`config.mk`:
```
export PLATFORM = sky130hd
export DESIGN_NAME = timed_wash_cycle_sequencer
export DESIGN_NICKNAME = d
export VERILOG_FILES = /design/src/rtl/twcs_pkg.sv /design/src/rtl/twcs_core.sv /design/src/rtl/twcs_minutes.sv /design/src/rtl/timed_wash_cycle_sequencer.sv
export SDC_FILE = /design/constraint.sdc
export NUM_CORES = 1
export LEC_CHECK = 0
export ABC_CLOCK_PERIOD_IN_PS = 6580
export BUFFER_PORTS_ARGS = -buffer_cell sky130_fd_sc_hd__clkbuf_2
export CAP_MARGIN = 5
export CORE_MARGIN = 5
export CORE_UTILIZATION = 42
export CTS_BUF_LIST = sky130_fd_sc_hd__clkbuf_8 sky130_fd_sc_hd__clkbuf_16
export DETAILED_ROUTE_END_ITERATION = 6
export PLACE_DENSITY = 0.71
export SLEW_MARGIN = 40
export SYNTH_ARGS = -nofsm -noshare
export SYNTH_HDL_FRONTEND = slang
export SYNTH_SLANG_ARGS = --single-unit
```
`constraint.sdc`:
```
create_clock -name clk -period 6.58 [get_ports clk]
set_clock_uncertainty 0.1 [all_clocks]
set_input_delay 1.316 -clock clk [delete_from_list [all_inputs] [get_ports clk]]
set_output_delay 1.316 -clock clk [all_outputs]
set_load 0.01 [all_outputs]
```
`src/rtl/twcs_pkg.sv`:
```
// Shared types, codes and timing helpers of the timed wash cycle sequencer.
package twcs_pkg;

	localparam int TIMER_BITS = 24;

	localparam int unsigned MS_PER_MIN = 60000;
	localparam int unsigned MS_PER_DRY_STEP = 10 * MS_PER_MIN;
	localparam logic [7:0] DRY_CODE_MAX = 8'd9;
	localparam logic [7:0] MINS_MAX = 8'd255;

	// Minutes are found as ceil(t / 60000): the numerator is shifted right by five
	// and then divided by 1875 through an exact reciprocal multiply.
	localparam int NUMER_SHIFT = 5;
	localparam int NUMER_W = TIMER_BITS + 1 - NUMER_SHIFT;
	localparam longint unsigned MIN_DIV = MS_PER_MIN >> NUMER_SHIFT;
	localparam int RECIP_SHIFT = NUMER_W + 11;
	localparam int RECIP_W = RECIP_SHIFT - 10;
	localparam longint unsigned RECIP_FULL =
		((64'd1 << RECIP_SHIFT) + MIN_DIV - 64'd1) / MIN_DIV;
	localparam logic [RECIP_W-1:0] RECIP = RECIP_W'(RECIP_FULL);
	localparam int PROD_W = NUMER_W + RECIP_W;
	localparam int QUOT_W = PROD_W - RECIP_SHIFT;

	localparam int CFG_IDX_W = 1;
	localparam int CFG_DATA_W = 24;
	localparam logic [CFG_IDX_W-1:0] REG_DRAIN_TIME = 1'd0;
	localparam logic [CFG_IDX_W-1:0] REG_READY_LEVEL = 1'd1;
	localparam logic [23:0] DRAIN_TIME_RESET = 24'd60000;
	localparam logic [7:0] READY_LEVEL_RESET = 8'd1;

	localparam logic [1:0] ACT_TICK = 2'd0;
	localparam logic [1:0] ACT_COMMAND = 2'd1;
	localparam logic [1:0] ACT_LINK = 2'd2;
	localparam logic [1:0] ACT_LEVEL = 2'd3;

	localparam logic [7:0] CMD_OFF = 8'hB0;
	localparam logic [7:0] CMD_STANDBY = 8'hB1;
	localparam logic [7:0] CMD_AUTO = 8'hB3;
	localparam logic [7:0] CMD_FORCE_DRAIN = 8'hB4;
	localparam logic [7:0] CMD_CLEAN = 8'hB5;
	localparam logic [7:0] CMD_CLEAR = 8'hB6;
	localparam logic [7:0] CMD_DRY = 8'hB7;
	localparam logic [7:0] CMD_SELF_CHECK = 8'hB8;

	localparam logic [3:0] PH_IDLE = 4'd0;
	localparam logic [3:0] PH_DRAIN1 = 4'd1;
	localparam logic [3:0] PH_HOT1 = 4'd2;
	localparam logic [3:0] PH_CLEAN = 4'd3;
	localparam logic [3:0] PH_DRAIN2 = 4'd4;
	localparam logic [3:0] PH_HOT2 = 4'd5;
	localparam logic [3:0] PH_DRAIN3 = 4'd6;
	localparam logic [3:0] PH_DRY = 4'd7;
	localparam logic [3:0] PH_FORCE = 4'd8;
	localparam logic [3:0] PH_S_CLEAN = 4'd9;
	localparam logic [3:0] PH_S_CLEAR = 4'd10;
	localparam logic [3:0] PH_S_DRY = 4'd11;

	localparam logic [2:0] MAIN_POWER_ON = 3'd0;
	localparam logic [2:0] MAIN_OFF = 3'd1;
	localparam logic [2:0] MAIN_STANDBY = 3'd2;
	localparam logic [2:0] MAIN_RUNNING = 3'd3;
	localparam logic [2:0] MAIN_SELF_CHECK = 3'd4;

	localparam logic [3:0] SUB_IDLE = 4'd0;
	localparam logic [3:0] SUB_DRAIN1 = 4'd1;
	localparam logic [3:0] SUB_CLEAR = 4'd2;
	localparam logic [3:0] SUB_CLEAN = 4'd3;
	localparam logic [3:0] SUB_DRAIN2 = 4'd4;
	localparam logic [3:0] SUB_DRY = 4'd5;
	localparam logic [3:0] SUB_FORCE = 4'd6;
	localparam logic [3:0] SUB_S_CLEAN = 4'd7;
	localparam logic [3:0] SUB_S_CLEAR = 4'd8;
	localparam logic [3:0] SUB_S_DRY = 4'd9;

	localparam logic [2:0] LT_OFF = 3'd0;
	localparam logic [2:0] LT_DRAIN = 3'd1;
	localparam logic [2:0] LT_SPRAY = 3'd2;
	localparam logic [2:0] LT_DRY = 3'd3;
	localparam logic [2:0] LT_SELF_CHECK = 3'd4;

	localparam logic [5:0] EN_HEAT = 6'h01;
	localparam logic [5:0] EN_FAN = 6'h02;
	localparam logic [5:0] EN_IN = 6'h04;
	localparam logic [5:0] EN_OUT = 6'h08;
	localparam logic [5:0] EN_PUMP = 6'h10;
	localparam logic [5:0] EN_MOTOR = 6'h20;

	typedef struct packed {
		logic [1:0] action;
		logic [7:0] command_code;
		logic [7:0] cleaner_minutes;
		logic [7:0] rinse_minutes;
		logic [7:0] dry_code;
		logic       link_connected;
		logic [7:0] level_value;
	} item_t;

	typedef struct packed {
		logic [2:0] station_mode;
		logic [3:0] cycle_step;
		logic       heater_on;
		logic       fan_on;
		logic       inlet_on;
		logic       outlet_on;
		logic       cleaner_pump_on;
		logic       spray_motor_on;
		logic       circulation_request;
		logic [2:0] light_scene;
		logic [7:0] minutes_left;
		logic       link_up;
	} result_t;

	// Status snapshot handed from the sequencer to the minutes stage.
	typedef struct packed {
		logic [2:0]         station_mode;
		logic [3:0]         cycle_step;
		logic [5:0]         enables;
		logic               circ;
		logic [2:0]         light;
		logic               link;
		logic               has_timer;
		logic [NUMER_W-1:0] numer;
	} snap_t;

	function automatic logic [TIMER_BITS-1:0] min_ms(input logic [7:0] m);
		min_ms = TIMER_BITS'(32'(m) * MS_PER_MIN);
	endfunction

	function automatic logic [TIMER_BITS-1:0] dry_ms(input logic [7:0] c);
		logic [7:0] cc;
		cc = (c > DRY_CODE_MAX) ? DRY_CODE_MAX : c;
		dry_ms = TIMER_BITS'(32'(cc) * MS_PER_DRY_STEP);
	endfunction

endpackage

```
`src/rtl/twcs_core.sv`:
```
// Sequencer state, configuration registers and next-state logic with the snapshot register.
module twcs_core
	import twcs_pkg::*;
(
	input  logic                  clk,
	input  logic                  arst_n,
	input  logic                  accept,
	input  item_t                 item,
	input  logic                  cfg_we,
	input  logic [CFG_IDX_W-1:0]  cfg_index,
	input  logic [CFG_DATA_W-1:0] cfg_wdata,
	output snap_t                 snap_s1
);

	typedef struct packed {
		logic [3:0]            phase;
		logic [2:0]            main;
		logic [3:0]            sub;
		logic [TIMER_BITS-1:0] tleft;
		logic                  trun;
		logic [7:0]            cmin;
		logic [7:0]            rmin;
		logic [7:0]            dcode;
		logic [5:0]            en;
		logic                  circ;
		logic [2:0]            light;
		logic                  linked;
		logic [7:0]            level;
	} st_t;

	localparam st_t CORE_RESET = '{phase: PH_IDLE, main: MAIN_POWER_ON, sub: SUB_IDLE,
		tleft: '0, trun: 1'b0, cmin: '0, rmin: '0, dcode: '0, en: '0, circ: 1'b0,
		light: LT_OFF, linked: 1'b0, level: '0};

	st_t                   cur_q;
	st_t                   nx;
	logic [23:0]           drain_q;
	logic [7:0]            ready_q;
	logic [TIMER_BITS-1:0] drain_ms;
	logic [TIMER_BITS-1:0] t;
	logic [TIMER_BITS:0]   numer_full;
	snap_t                 snap;

	function automatic st_t f_all_off(input st_t s);
		st_t r;
		r = s;
		r.en = '0;
		r.light = LT_OFF;
		r.circ = 1'b0;
		return r;
	endfunction

	function automatic st_t f_standby(input st_t s);
		st_t r;
		r = f_all_off(s);
		r.phase = PH_IDLE;
		r.trun = 1'b0;
		r.tleft = '0;
		r.main = MAIN_STANDBY;
		r.sub = SUB_IDLE;
		return r;
	endfunction

	function automatic st_t f_start(input st_t s, input logic [3:0] ph, input logic [3:0] sb,
			input logic [TIMER_BITS-1:0] ms);
		st_t r;
		r = s;
		r.phase = ph;
		r.main = MAIN_RUNNING;
		r.sub = sb;
		r.tleft = ms;
		r.trun = 1'b1;
		return r;
	endfunction

	function automatic st_t f_drain(input st_t s);
		st_t r;
		r = s;
		r.en = (s.en & EN_FAN) | EN_OUT;
		r.circ = 1'b0;
		r.light = LT_DRAIN;
		return r;
	endfunction

	function automatic st_t f_spray(input st_t s, input logic cleaner);
		st_t r;
		r = s;
		r.en = (s.en & EN_FAN) | EN_IN | EN_HEAT | EN_MOTOR | (cleaner ? EN_PUMP : 6'h00);
		r.light = LT_SPRAY;
		return r;
	endfunction

	function automatic st_t f_dry(input st_t s);
		st_t r;
		r = s;
		r.en = EN_FAN;
		r.circ = 1'b0;
		r.light = LT_DRY;
		return r;
	endfunction

	assign drain_ms = TIMER_BITS'(drain_q);

	always_comb begin
		nx = cur_q;
		t = cur_q.tleft;
		unique case (item.action)
			ACT_TICK: begin
				if (cur_q.trun) begin
					if (t != '0) begin
						t = t - TIMER_BITS'(1);
					end
					nx.tleft = t;
					if (t == '0) begin
						unique case (cur_q.phase)
							PH_DRAIN1: nx = f_start(f_spray(nx, 1'b0), PH_HOT1, SUB_CLEAR,
								min_ms(cur_q.rmin));
							PH_HOT1: begin
								nx = f_spray(nx, 1'b1);
								nx.circ = 1'b1;
								nx = f_start(nx, PH_CLEAN, SUB_CLEAN, min_ms(cur_q.cmin));
							end
							PH_CLEAN: nx = f_start(f_drain(nx), PH_DRAIN2, SUB_DRAIN1, drain_ms);
							PH_DRAIN2: nx = f_start(f_spray(nx, 1'b0), PH_HOT2, SUB_CLEAR,
								min_ms(cur_q.rmin));
							PH_HOT2: nx = f_start(f_drain(nx), PH_DRAIN3, SUB_DRAIN2, drain_ms);
							PH_DRAIN3: nx = f_start(f_dry(nx), PH_DRY, SUB_DRY,
								dry_ms(cur_q.dcode));
							default: nx = f_standby(nx);
						endcase
					end
				end
				if (nx.phase == PH_HOT2 && cur_q.level >= ready_q) begin
					nx.circ = 1'b1;
				end
			end
			ACT_COMMAND: begin
				nx.cmin = item.cleaner_minutes;
				nx.rmin = item.rinse_minutes;
				nx.dcode = item.dry_code;
				unique case (item.command_code)
					CMD_OFF: begin
						nx = f_standby(nx);
						nx.main = MAIN_OFF;
					end
					CMD_STANDBY: nx = f_standby(nx);
					CMD_AUTO: nx = f_start(f_drain(nx), PH_DRAIN1, SUB_DRAIN1, drain_ms);
					CMD_FORCE_DRAIN: nx = f_start(f_drain(nx), PH_FORCE, SUB_FORCE, drain_ms);
					CMD_CLEAN: nx = f_start(f_spray(nx, 1'b1), PH_S_CLEAN, SUB_S_CLEAN,
						min_ms(item.cleaner_minutes));
					CMD_CLEAR: nx = f_start(f_spray(nx, 1'b0), PH_S_CLEAR, SUB_S_CLEAR,
						min_ms(item.rinse_minutes));
					CMD_DRY: nx = f_start(f_dry(nx), PH_S_DRY, SUB_S_DRY,
						dry_ms(item.dry_code));
					CMD_SELF_CHECK: begin
						nx.main = MAIN_SELF_CHECK;
						nx.sub = SUB_IDLE;
						nx.light = LT_SELF_CHECK;
					end
					default: begin
					end
				endcase
			end
			ACT_LINK: begin
				nx.linked = item.link_connected;
				if (cur_q.linked && !item.link_connected && cur_q.circ) begin
					nx = f_standby(nx);
				end
			end
			ACT_LEVEL: nx.level = item.level_value;
		endcase
	end

	always_comb begin
		numer_full = {1'b0, nx.tleft} + (TIMER_BITS+1)'(MS_PER_MIN - 1);
		snap.station_mode = nx.main;
		snap.cycle_step = nx.sub;
		snap.enables = nx.en;
		snap.circ = nx.circ;
		snap.light = nx.light;
		snap.link = nx.linked;
		snap.has_timer = nx.trun && (nx.tleft != '0);
		snap.numer = numer_full[TIMER_BITS:NUMER_SHIFT];
	end

	always_ff @(posedge clk or negedge arst_n) begin
		if (!arst_n) begin
			cur_q <= CORE_RESET;
		end else if (accept) begin
			cur_q <= nx;
		end
	end

	always_ff @(posedge clk or negedge arst_n) begin
		if (!arst_n) begin
			drain_q <= DRAIN_TIME_RESET;
			ready_q <= READY_LEVEL_RESET;
		end else if (cfg_we) begin
			unique case (cfg_index)
				REG_DRAIN_TIME: drain_q <= cfg_wdata;
				REG_READY_LEVEL: ready_q <= cfg_wdata[7:0];
			endcase
		end
	end

	always_ff @(posedge clk) begin
		if (accept) begin
			snap_s1 <= snap;
		end
	end

endmodule

```
`src/rtl/twcs_minutes.sv`:
```
// Result register stage that converts the remaining time to whole minutes.
module twcs_minutes
	import twcs_pkg::*;
(
	input  logic    clk,
	input  logic    load,
	input  snap_t   snap_s1,
	output result_t result_s2
);

	logic [PROD_W-1:0] prod;
	logic [QUOT_W-1:0] quot;
	logic [7:0]        mins;
	result_t           res;

	always_comb begin
		prod = PROD_W'(snap_s1.numer) * PROD_W'(RECIP);
		quot = prod[PROD_W-1:RECIP_SHIFT];
		if (!snap_s1.has_timer) begin
			mins = '0;
		end else if (quot > QUOT_W'(MINS_MAX)) begin
			mins = MINS_MAX;
		end else begin
			mins = quot[7:0];
		end
		res.station_mode = snap_s1.station_mode;
		res.cycle_step = snap_s1.cycle_step;
		res.heater_on = |(snap_s1.enables & EN_HEAT);
		res.fan_on = |(snap_s1.enables & EN_FAN);
		res.inlet_on = |(snap_s1.enables & EN_IN);
		res.outlet_on = |(snap_s1.enables & EN_OUT);
		res.cleaner_pump_on = |(snap_s1.enables & EN_PUMP);
		res.spray_motor_on = |(snap_s1.enables & EN_MOTOR);
		res.circulation_request = snap_s1.circ;
		res.light_scene = snap_s1.light;
		res.minutes_left = mins;
		res.link_up = snap_s1.link;
	end

	always_ff @(posedge clk) begin
		if (load) begin
			result_s2 <= res;
		end
	end

endmodule

```
`src/rtl/timed_wash_cycle_sequencer.sv`:
```
// Top level of the timed wash cycle sequencer: handshake control and stage wiring.
//
// Usage: each beat on the item channel is a 1 ms tick, a command, a link change
// or a water level reading. Every accepted beat produces exactly one beat on the
// result channel carrying the full status after that beat was applied.
// The item beat updates the sequencer state at the edge where it is accepted and
// its status is captured in a snapshot register. The next stage converts the
// remaining time to minutes through a reciprocal multiply and registers the
// result. The result beat passes through the snapshot register and then the result
// register before it becomes valid, and a stalled receiver holds it there.
// Throughput is one beat per cycle while the receiver does not stall.
// The configuration port writes the drain time and the ready level; it must be
// written only while no beat is in flight.
// When the receiver stalls, the result register holds its beat and the snapshot
// stage still takes one more item; after that, item_ready drops until the
// result is taken. Reset clears the sequencer state, sets the drain time to 60000 ms and
// the ready level to 1, and empties both stages.
module timed_wash_cycle_sequencer
	import twcs_pkg::*;
(
	input  logic                  clk,
	input  logic                  arst_n,
	input  logic                  item_valid,
	output logic                  item_ready,
	input  item_t                 item,
	output logic                  result_valid,
	input  logic                  result_ready,
	output result_t               result,
	input  logic                  cfg_we,
	input  logic [CFG_IDX_W-1:0]  cfg_index,
	input  logic [CFG_DATA_W-1:0] cfg_wdata
);

	logic  valid_s1;
	logic  valid_s2;
	logic  advance;
	logic  accept;
	snap_t snap_s1;

	assign advance = !valid_s2 || result_ready;
	assign item_ready = !valid_s1 || advance;
	assign accept = item_valid && item_ready;
	assign result_valid = valid_s2;

	always_ff @(posedge clk or negedge arst_n) begin
		if (!arst_n) begin
			valid_s1 <= 1'b0;
			valid_s2 <= 1'b0;
		end else begin
			if (accept) begin
				valid_s1 <= 1'b1;
			end else if (advance) begin
				valid_s1 <= 1'b0;
			end
			if (advance) begin
				valid_s2 <= valid_s1;
			end
		end
	end

	twcs_core u_core (
		.clk       (clk),
		.arst_n    (arst_n),
		.accept    (accept),
		.item      (item),
		.cfg_we    (cfg_we),
		.cfg_index (cfg_index),
		.cfg_wdata (cfg_wdata),
		.snap_s1   (snap_s1)
	);

	twcs_minutes u_minutes (
		.clk       (clk),
		.load      (advance && valid_s1),
		.snap_s1   (snap_s1),
		.result_s2 (result)
	);

endmodule

```
==> results of run 1 <==
-- worst max-delay path, delay by kind of cell --
kind            cells  cell delay (ps)
buf+inv             4              250
compound gates      7             1640
fa+ha+maj           5             1950
simple gates        6             1440
xor+xnor            2              240
-- path summary, 6_finish.rpt --
check                                           to  cells after the start
max                             u_core.snap_s1[14]                     24
min in group asynchronous          u_core.cur_q[7]                      1
max reg2reg                 u_minutes.result_s2[4]                     22
min                        u_minutes.result_s2[14]                      0
max in group asynchronous         u_core.cur_q[59]                      2
min reg2reg                u_minutes.result_s2[14]                      0
-- sequential cells by signal, indices dropped and copies added (netlist names) --
name                 count
result_valid             1
valid_s1                 1
u_core.snap_s1          39
u_core.ready_q           8
u_core.drain_ms         24
u_minutes.result_s2     26
u_core.cur_q            79
-- cells in the final DEF (no fill, tap or decap), types with 17 or more instances in the layout --
master,n
a211oi_1,17
a21o_1,49
a21oi_1,133
a22oi_1,19
a31oi_1,23
buf_4,232
clkbuf_16,17
clkbuf_2,98
conb_1,34
dfrtp_1,105
edfxtp_1,65
fa_1,276
ha_1,482
inv_1,539
mux2_2,51
nand2_1,195
nand2b_1,20
nand3_1,38
nand4_1,21
nor2_1,146
nor3_1,46
o211ai_1,29
o21a_1,23
o21ai_0,134
o31ai_1,24
xnor2_1,62
xor2_1,37
-- logic make-up (layout without fill, tap and decap cells) --
logic type / Yosys count / in the layout
mux: 67 / 67
fa+ha+maj: 788 / 788
simple gates: 630 / 630
other cells: 2 / 34
compound gates: 633 / 633
buf+inv: 646 / 919
flops: 178 / 178
xor+xnor: 103 / 103
-- area by class of cell --
| type | count | area, um^2 |
|---|---|---|
| Clock buffer | 17 | 425.4 |
| Tap cell | 873 | 1092 |
| Inverter | 548 | 2057 |
| Timing Repair Buffer | 339 | 2333 |
| Multi-Input combinational cell | 2255 | 21740 |
| Sequential cell | 178 | 4790 |
| Clock inverter | 15 | 227.7 |
| Fill cell | 6197 | 34490 |
-- per-layer routing --
layer	global-route usage	share of wire	wire length (um)	vias to the layer above
met5	0	0	0	-
met4	0.08465	0.044	3622	0
met3	0.03402	0.057	4774	167
met2	0.3869	0.48	39760	751
met1	0.2960	0.42	34930	11320
li1	-	-	-	11050
-- cells in the mapped netlist, drive strengths merged, types with 16 or more instances --
library cell,count
nand2,199
dfrtp,105
o21a,23
nand2b,20
edfxtp,65
nor4,17
o31ai,28
o211ai,31
xnor2,66
a21o,50
nand3,41
o21ai,145
buf,19
fa,291
nor2,153
or3,16
mux2,51
clkbuf,79
o22ai,16
a22oi,19
a211oi,24
a21oi,135
xor2,37
mux2i,16
nor3,54
a31oi,27
nand4,23
inv,547
ha,497
-- repair_timing --
action,in CTS,in global routing
hold buffers,0,0
setup endpoints to repair,11,19
buffers inserted,12,3
pin swaps,76,12
resized for setup,55,20
-- through the flow --
| step | TNS (ps) | cell area [um^2] | util | instances | setup slack (ps) |
|---|---|---|---|---|---|
| 6_report | -405.5 | 32670 | 0.4864 | 4225 | -96.78 |
| 5_1_grt | -3932 | 32670 | 0.4864 | 4225 | -319.5 |
| 4_1_cts | -104.9 | 32540 | 0.4845 | 4222 | -20.33 |
| 3_5_place_dp | -8349 | 31550 | 0.4697 | 4178 | -564.7 |
| 3_3_place_gp | -7148 | 31540 | 0.4696 | 4178 | -539.4 |
| 2_1_floorplan | 0 | 28650 | - | 3079 | 3.589 |
==> out/metrics.cfg, run 1 <==
[timing]
setup_viol=10
grt_setup_unrepaired=true
hold_slack_ps=324.1
finalWorstSetupSlack_ps=-96.78
period_needed_ps=6677
hold_viol=0
tightest_slew_ps=918.1
min_period_over_period=1.015
max_freq_ghz=0.1498
slew_headroom=0.3857
drv_slew=0

[die]
fp.dieArea_um2=73050
io_pins=101
core_area_um2=67160
start_util=0.4237
die_x_um=270.3
row_count=95
fp.dieH_um=270.3

[job]
cap_viol_max_count=0

[min_path]
hold_class=register to register
hold_start=u_core.snap_s1[30]

[yosys]
synth_top_cell_by_area=ha_1
avgSynthCellArea_um2=9.339
synth_top_family_by_area=adder cells
synth_xor_area_frac=0.03197
synthAdderAreaFrac=0.4233
ys_seq_area_frac=0.1683
synth_enable_flop_cells=65
yosysWarnings=0
ys.flop_type=dfrtp_1
synthMuxAreaShare=0.02581
synthArstFlopShare=0.6348
synthTopCellsByArea=ha_1 (22%), fa_1 (20%), dfrtp_1 (9.2%), inv_1 (7.2%), edfxtp_1 (6.9%)
netlist.area_leader.share=0.2185
post_synth_num_cell_types=115
ys_ff_latch=178
syn_inst=3047
syn-cell-area_um2=28450
synth-simple-area-share=0.1129
synth_compound_area_frac=0.1509

[clock_network]
path_clk_slew_ps=90
cts_root_buf=clkbuf_16
clkLatencyLatePin_ps=500
cts_max_level=4
cts_made_buffers=17
cts_tree=built
ctsLongestPathBuffers=2
clock_sinks=178

[drt]
ant_nets=0
routed_wl_um=83080
routed-via-count=23290
drtIter0Drc=1820
viasPerCell=5.512
drc=0
wl_per_cell_um=19.66
first_pass_iters=5

[layout]
nets=4200
antenna_cells=0
drive_gt1_frac=0.1715
syn_to_final_growth_pct=14.81

[global_routing]
groute.usage.overall=0.2279
grt_pass1_wl_um=132900
grt_pass1_vias=23700
grt_max_degree=80
gr-total-overflow=0
antenna_found_initial=2

[critical_path]
path_cells=buf_6, or4_4, nor2_4, nand2_2, fa_1, inv_2, ha_4, fa_1, inv_1, fa_1, inv_2, ha_4, a21o_1, a221oi_2, xnor2_1, a222oi_1, o211ai_1, a22oi_1, o31ai_2, or2_1, or2_4, o311a_4, nor2b_4, xnor2_2
worstReg2RegStart=u_core.snap_s1[3]
crit_path_start=item[16]
crit_path_start_kind=input port
r2r_slack_ps=-40
cp_max_fo=6
critPathSlowestCell=or4_4
crit_path_frequent_cell=fa_1
cp-end-kind=register
required_ps=6730
critPathMaxStageDelay_ps=570
cp.arrival_ps=6830
crit_type=input port to register

[placement]
port_buffers=100
gp_congestion=1.010
dp_hpwl_um=69490

[outcome]
violations=setup timing
outcome=complete, but fails checks

Power of run 1 is not shown: default switching activity piles up to over one toggle a cycle in this logic, so the estimate is an artifact.
==> inputs of run 2 (changes only) <==
Settings changed: CELL_PAD_IN_SITES_DETAIL_PLACEMENT set to 1, CELL_PAD_IN_SITES_GLOBAL_PLACEMENT set to 1, PLACE_DENSITY 0.71 to 0.84.
==> run 2 against run 1 <==
Highest routed layer unchanged; the flow still finishes with violations (setup timing); core utilization rose by 0.58 points; global-route usage rose by 5.1 points; critical path depth fell by 2; hold slack improved by 2.7 ps; first-iteration DRC count rose by 2.5%; worst setup slack got worse by 170 ps; register-to-register slack got worse by 220 ps; design area rose by 1.2%; wire length rose by 25%; sequential cell count did not move.
==> out/metrics.cfg, run 2 (synthesis gave the netlist of run 1 again) <==
[outcome]
outcome=complete, but fails checks
violations=setup timing

[drt]
routed_wl_um=103500
wl_per_cell_um=24.30
first_pass_iters=5
ant_nets=0
drtIter0Drc=1866
drc=0
routed-via-count=24890
viasPerCell=5.846

[die]
fp.dieArea_um2=73050
row_count=95
io_pins=101
fp.dieH_um=270.3
core_area_um2=67160
start_util=0.4237
die_x_um=270.3

[clock_network]
cts-hold-fix-buffers=0
clkLatencyLatePin_ps=500
cts_made_buffers=17
cts_root_buf=clkbuf_16
cts_max_level=4
ctsLongestPathBuffers=2
path_clk_slew_ps=80
cts_tree=built
clock_sinks=178

[critical_path]
cp-end-kind=register
required_ps=6730
cp_max_fo=4
crit_path_start_kind=register
critPathMaxStageDelay_ps=630
crit_type=register to register
crit_path_frequent_cell=fa_2
worstReg2RegStart=u_core.snap_s1[10]
critPathSlowestCell=fa_2
reg2reg_to=u_minutes.result_s2[6]
path_cells=fa_2, inv_2, fa_2, fa_2, fa_1, fa_1, inv_2, fa_1, fa_2, ha_4, a21o_1, a21o_1, a21oi_2, o211ai_1, a31oi_4, o21ai_2, and4_4, buf_4, o31a_1, nor2_2, xnor2_1, o21a_1
cp.arrival_ps=6990
r2r_cells=22
r2r_slack_ps=-260

[global_routing]
antenna_found_initial=4
grt-busiest-layer=met2
use_met3=0.04557
gr-total-overflow=0
grt_max_degree=56
groute.usage.overall=0.2792
grt_use_met2=0.4939
grt_pass1_vias=27760
grt_pass1_wl_um=159900
gr-usage-met1=0.3200

[layout]
layout_commonest_cell=inv_1
regArea_um2=4790
largest_reg_flops=79
syn_to_final_growth_pct=16.18
final_cell_mix=inv_1 (531), ha_1 (475), fa_1 (268)
nets=4230
drive_gt1_frac=0.1910
fin_util=0.4922
fillers=7704
multiInputGateArea_um2=21920
top_regs=u_core.cur_q (79), u_core.snap_s1 (39), u_minutes.result_s2 (26)
top_register=u_core.cur_q

[placement]
dp_hpwl_um=84920
gp_congestion=0.9836
dp_slack_ps=-709.2
port_buffers=100

[min_path]
min_to=u_minutes.result_s2[13]
holdPathStages=0
hold_class=register to register
hold_start=u_core.snap_s1[31]

[timing]
setup_viol=13
hold_viol=0
period_needed_ps=6844
tightest_slew_ps=926.3
finalWorstSetupSlack_ps=-264.4
drv_slew=0
slew_headroom=0.3802
min_period_over_period=1.040
max_freq_ghz=0.1461
grt_setup_unrepaired=true

[job]
cap_viol_max_count=0

[run 2: per-layer routing]
layer  share of wire  vias up
met4           0.067        0
met3           0.057      380
li1                -    11080
met5               0        -
met2            0.50      954
met1            0.38    12480
[run 2: metrics by stage]
stage	area [um^2]	std cells	TNS, ps	hold WS, ps
2_1_floorplan	28650	3079	0	300.3
3_3_place_gp	31700	4198	-8047	300.7
3_5_place_dp	31730	4199	-11150	305.6
4_1_cts	32720	4242	-943.3	327.1
5_1_grt	33050	4255	-4559	336.7
6_report	33060	4258	-1727	326.8
[run 2: final cells by class]
| cell class | instances | area share |
|---|---|---|
| Antenna cell | 3 | 0.0002271 |
| Clock buffer | 19 | 0.01370 |
| Clock inverter | 13 | 0.004807 |
| Inverter | 548 | 0.06222 |
| Multi-Input combinational cell | 2255 | 0.6632 |
| Sequential cell | 178 | 0.1449 |
| Tap cell | 873 | 0.03304 |
| Timing Repair Buffer | 369 | 0.07793 |
[run 2: what timing repair did]
action | 4_1_cts | 5_1_grt
buffers inserted | 11 | 12
hold endpoints to repair | 0 | 0
pin swaps | 66 | 50
setup endpoints to repair | 15 | 23
resized for setup | 69 | 52
[run 2: worst max-delay path by stage]
stage | slack [ps] | from | cells after the start | endpoint
after detailed placement | -710 | item[13] | 23 | u_core.snap_s1[20]
after CTS | -160 | u_core.snap_s1[10] | 22 | u_minutes.result_s2[6]
after global routing | -480 | u_core.snap_s1[5] | 26 | u_minutes.result_s2[6]
final | -260 | u_core.snap_s1[10] | 22 | u_minutes.result_s2[6]
after global placement | -540 | item[13] | 23 | u_core.snap_s1[20]
after floorplan | 4 | item[13] | 22 | u_core.snap_s1[14]
[run 2: worst max-delay path, delay by kind of cell (launching register included)]
family	cells	cell delay, ps
flip-flops	1	480
XOR/XNOR	1	100
AND/OR/NAND/NOR	2	330
adder cells (fa/ha/maj)	8	3730
AO/OA/AOI/OAI	8	1590
buffers and inverters	3	270
Power of run 2 is left out for the same reason.
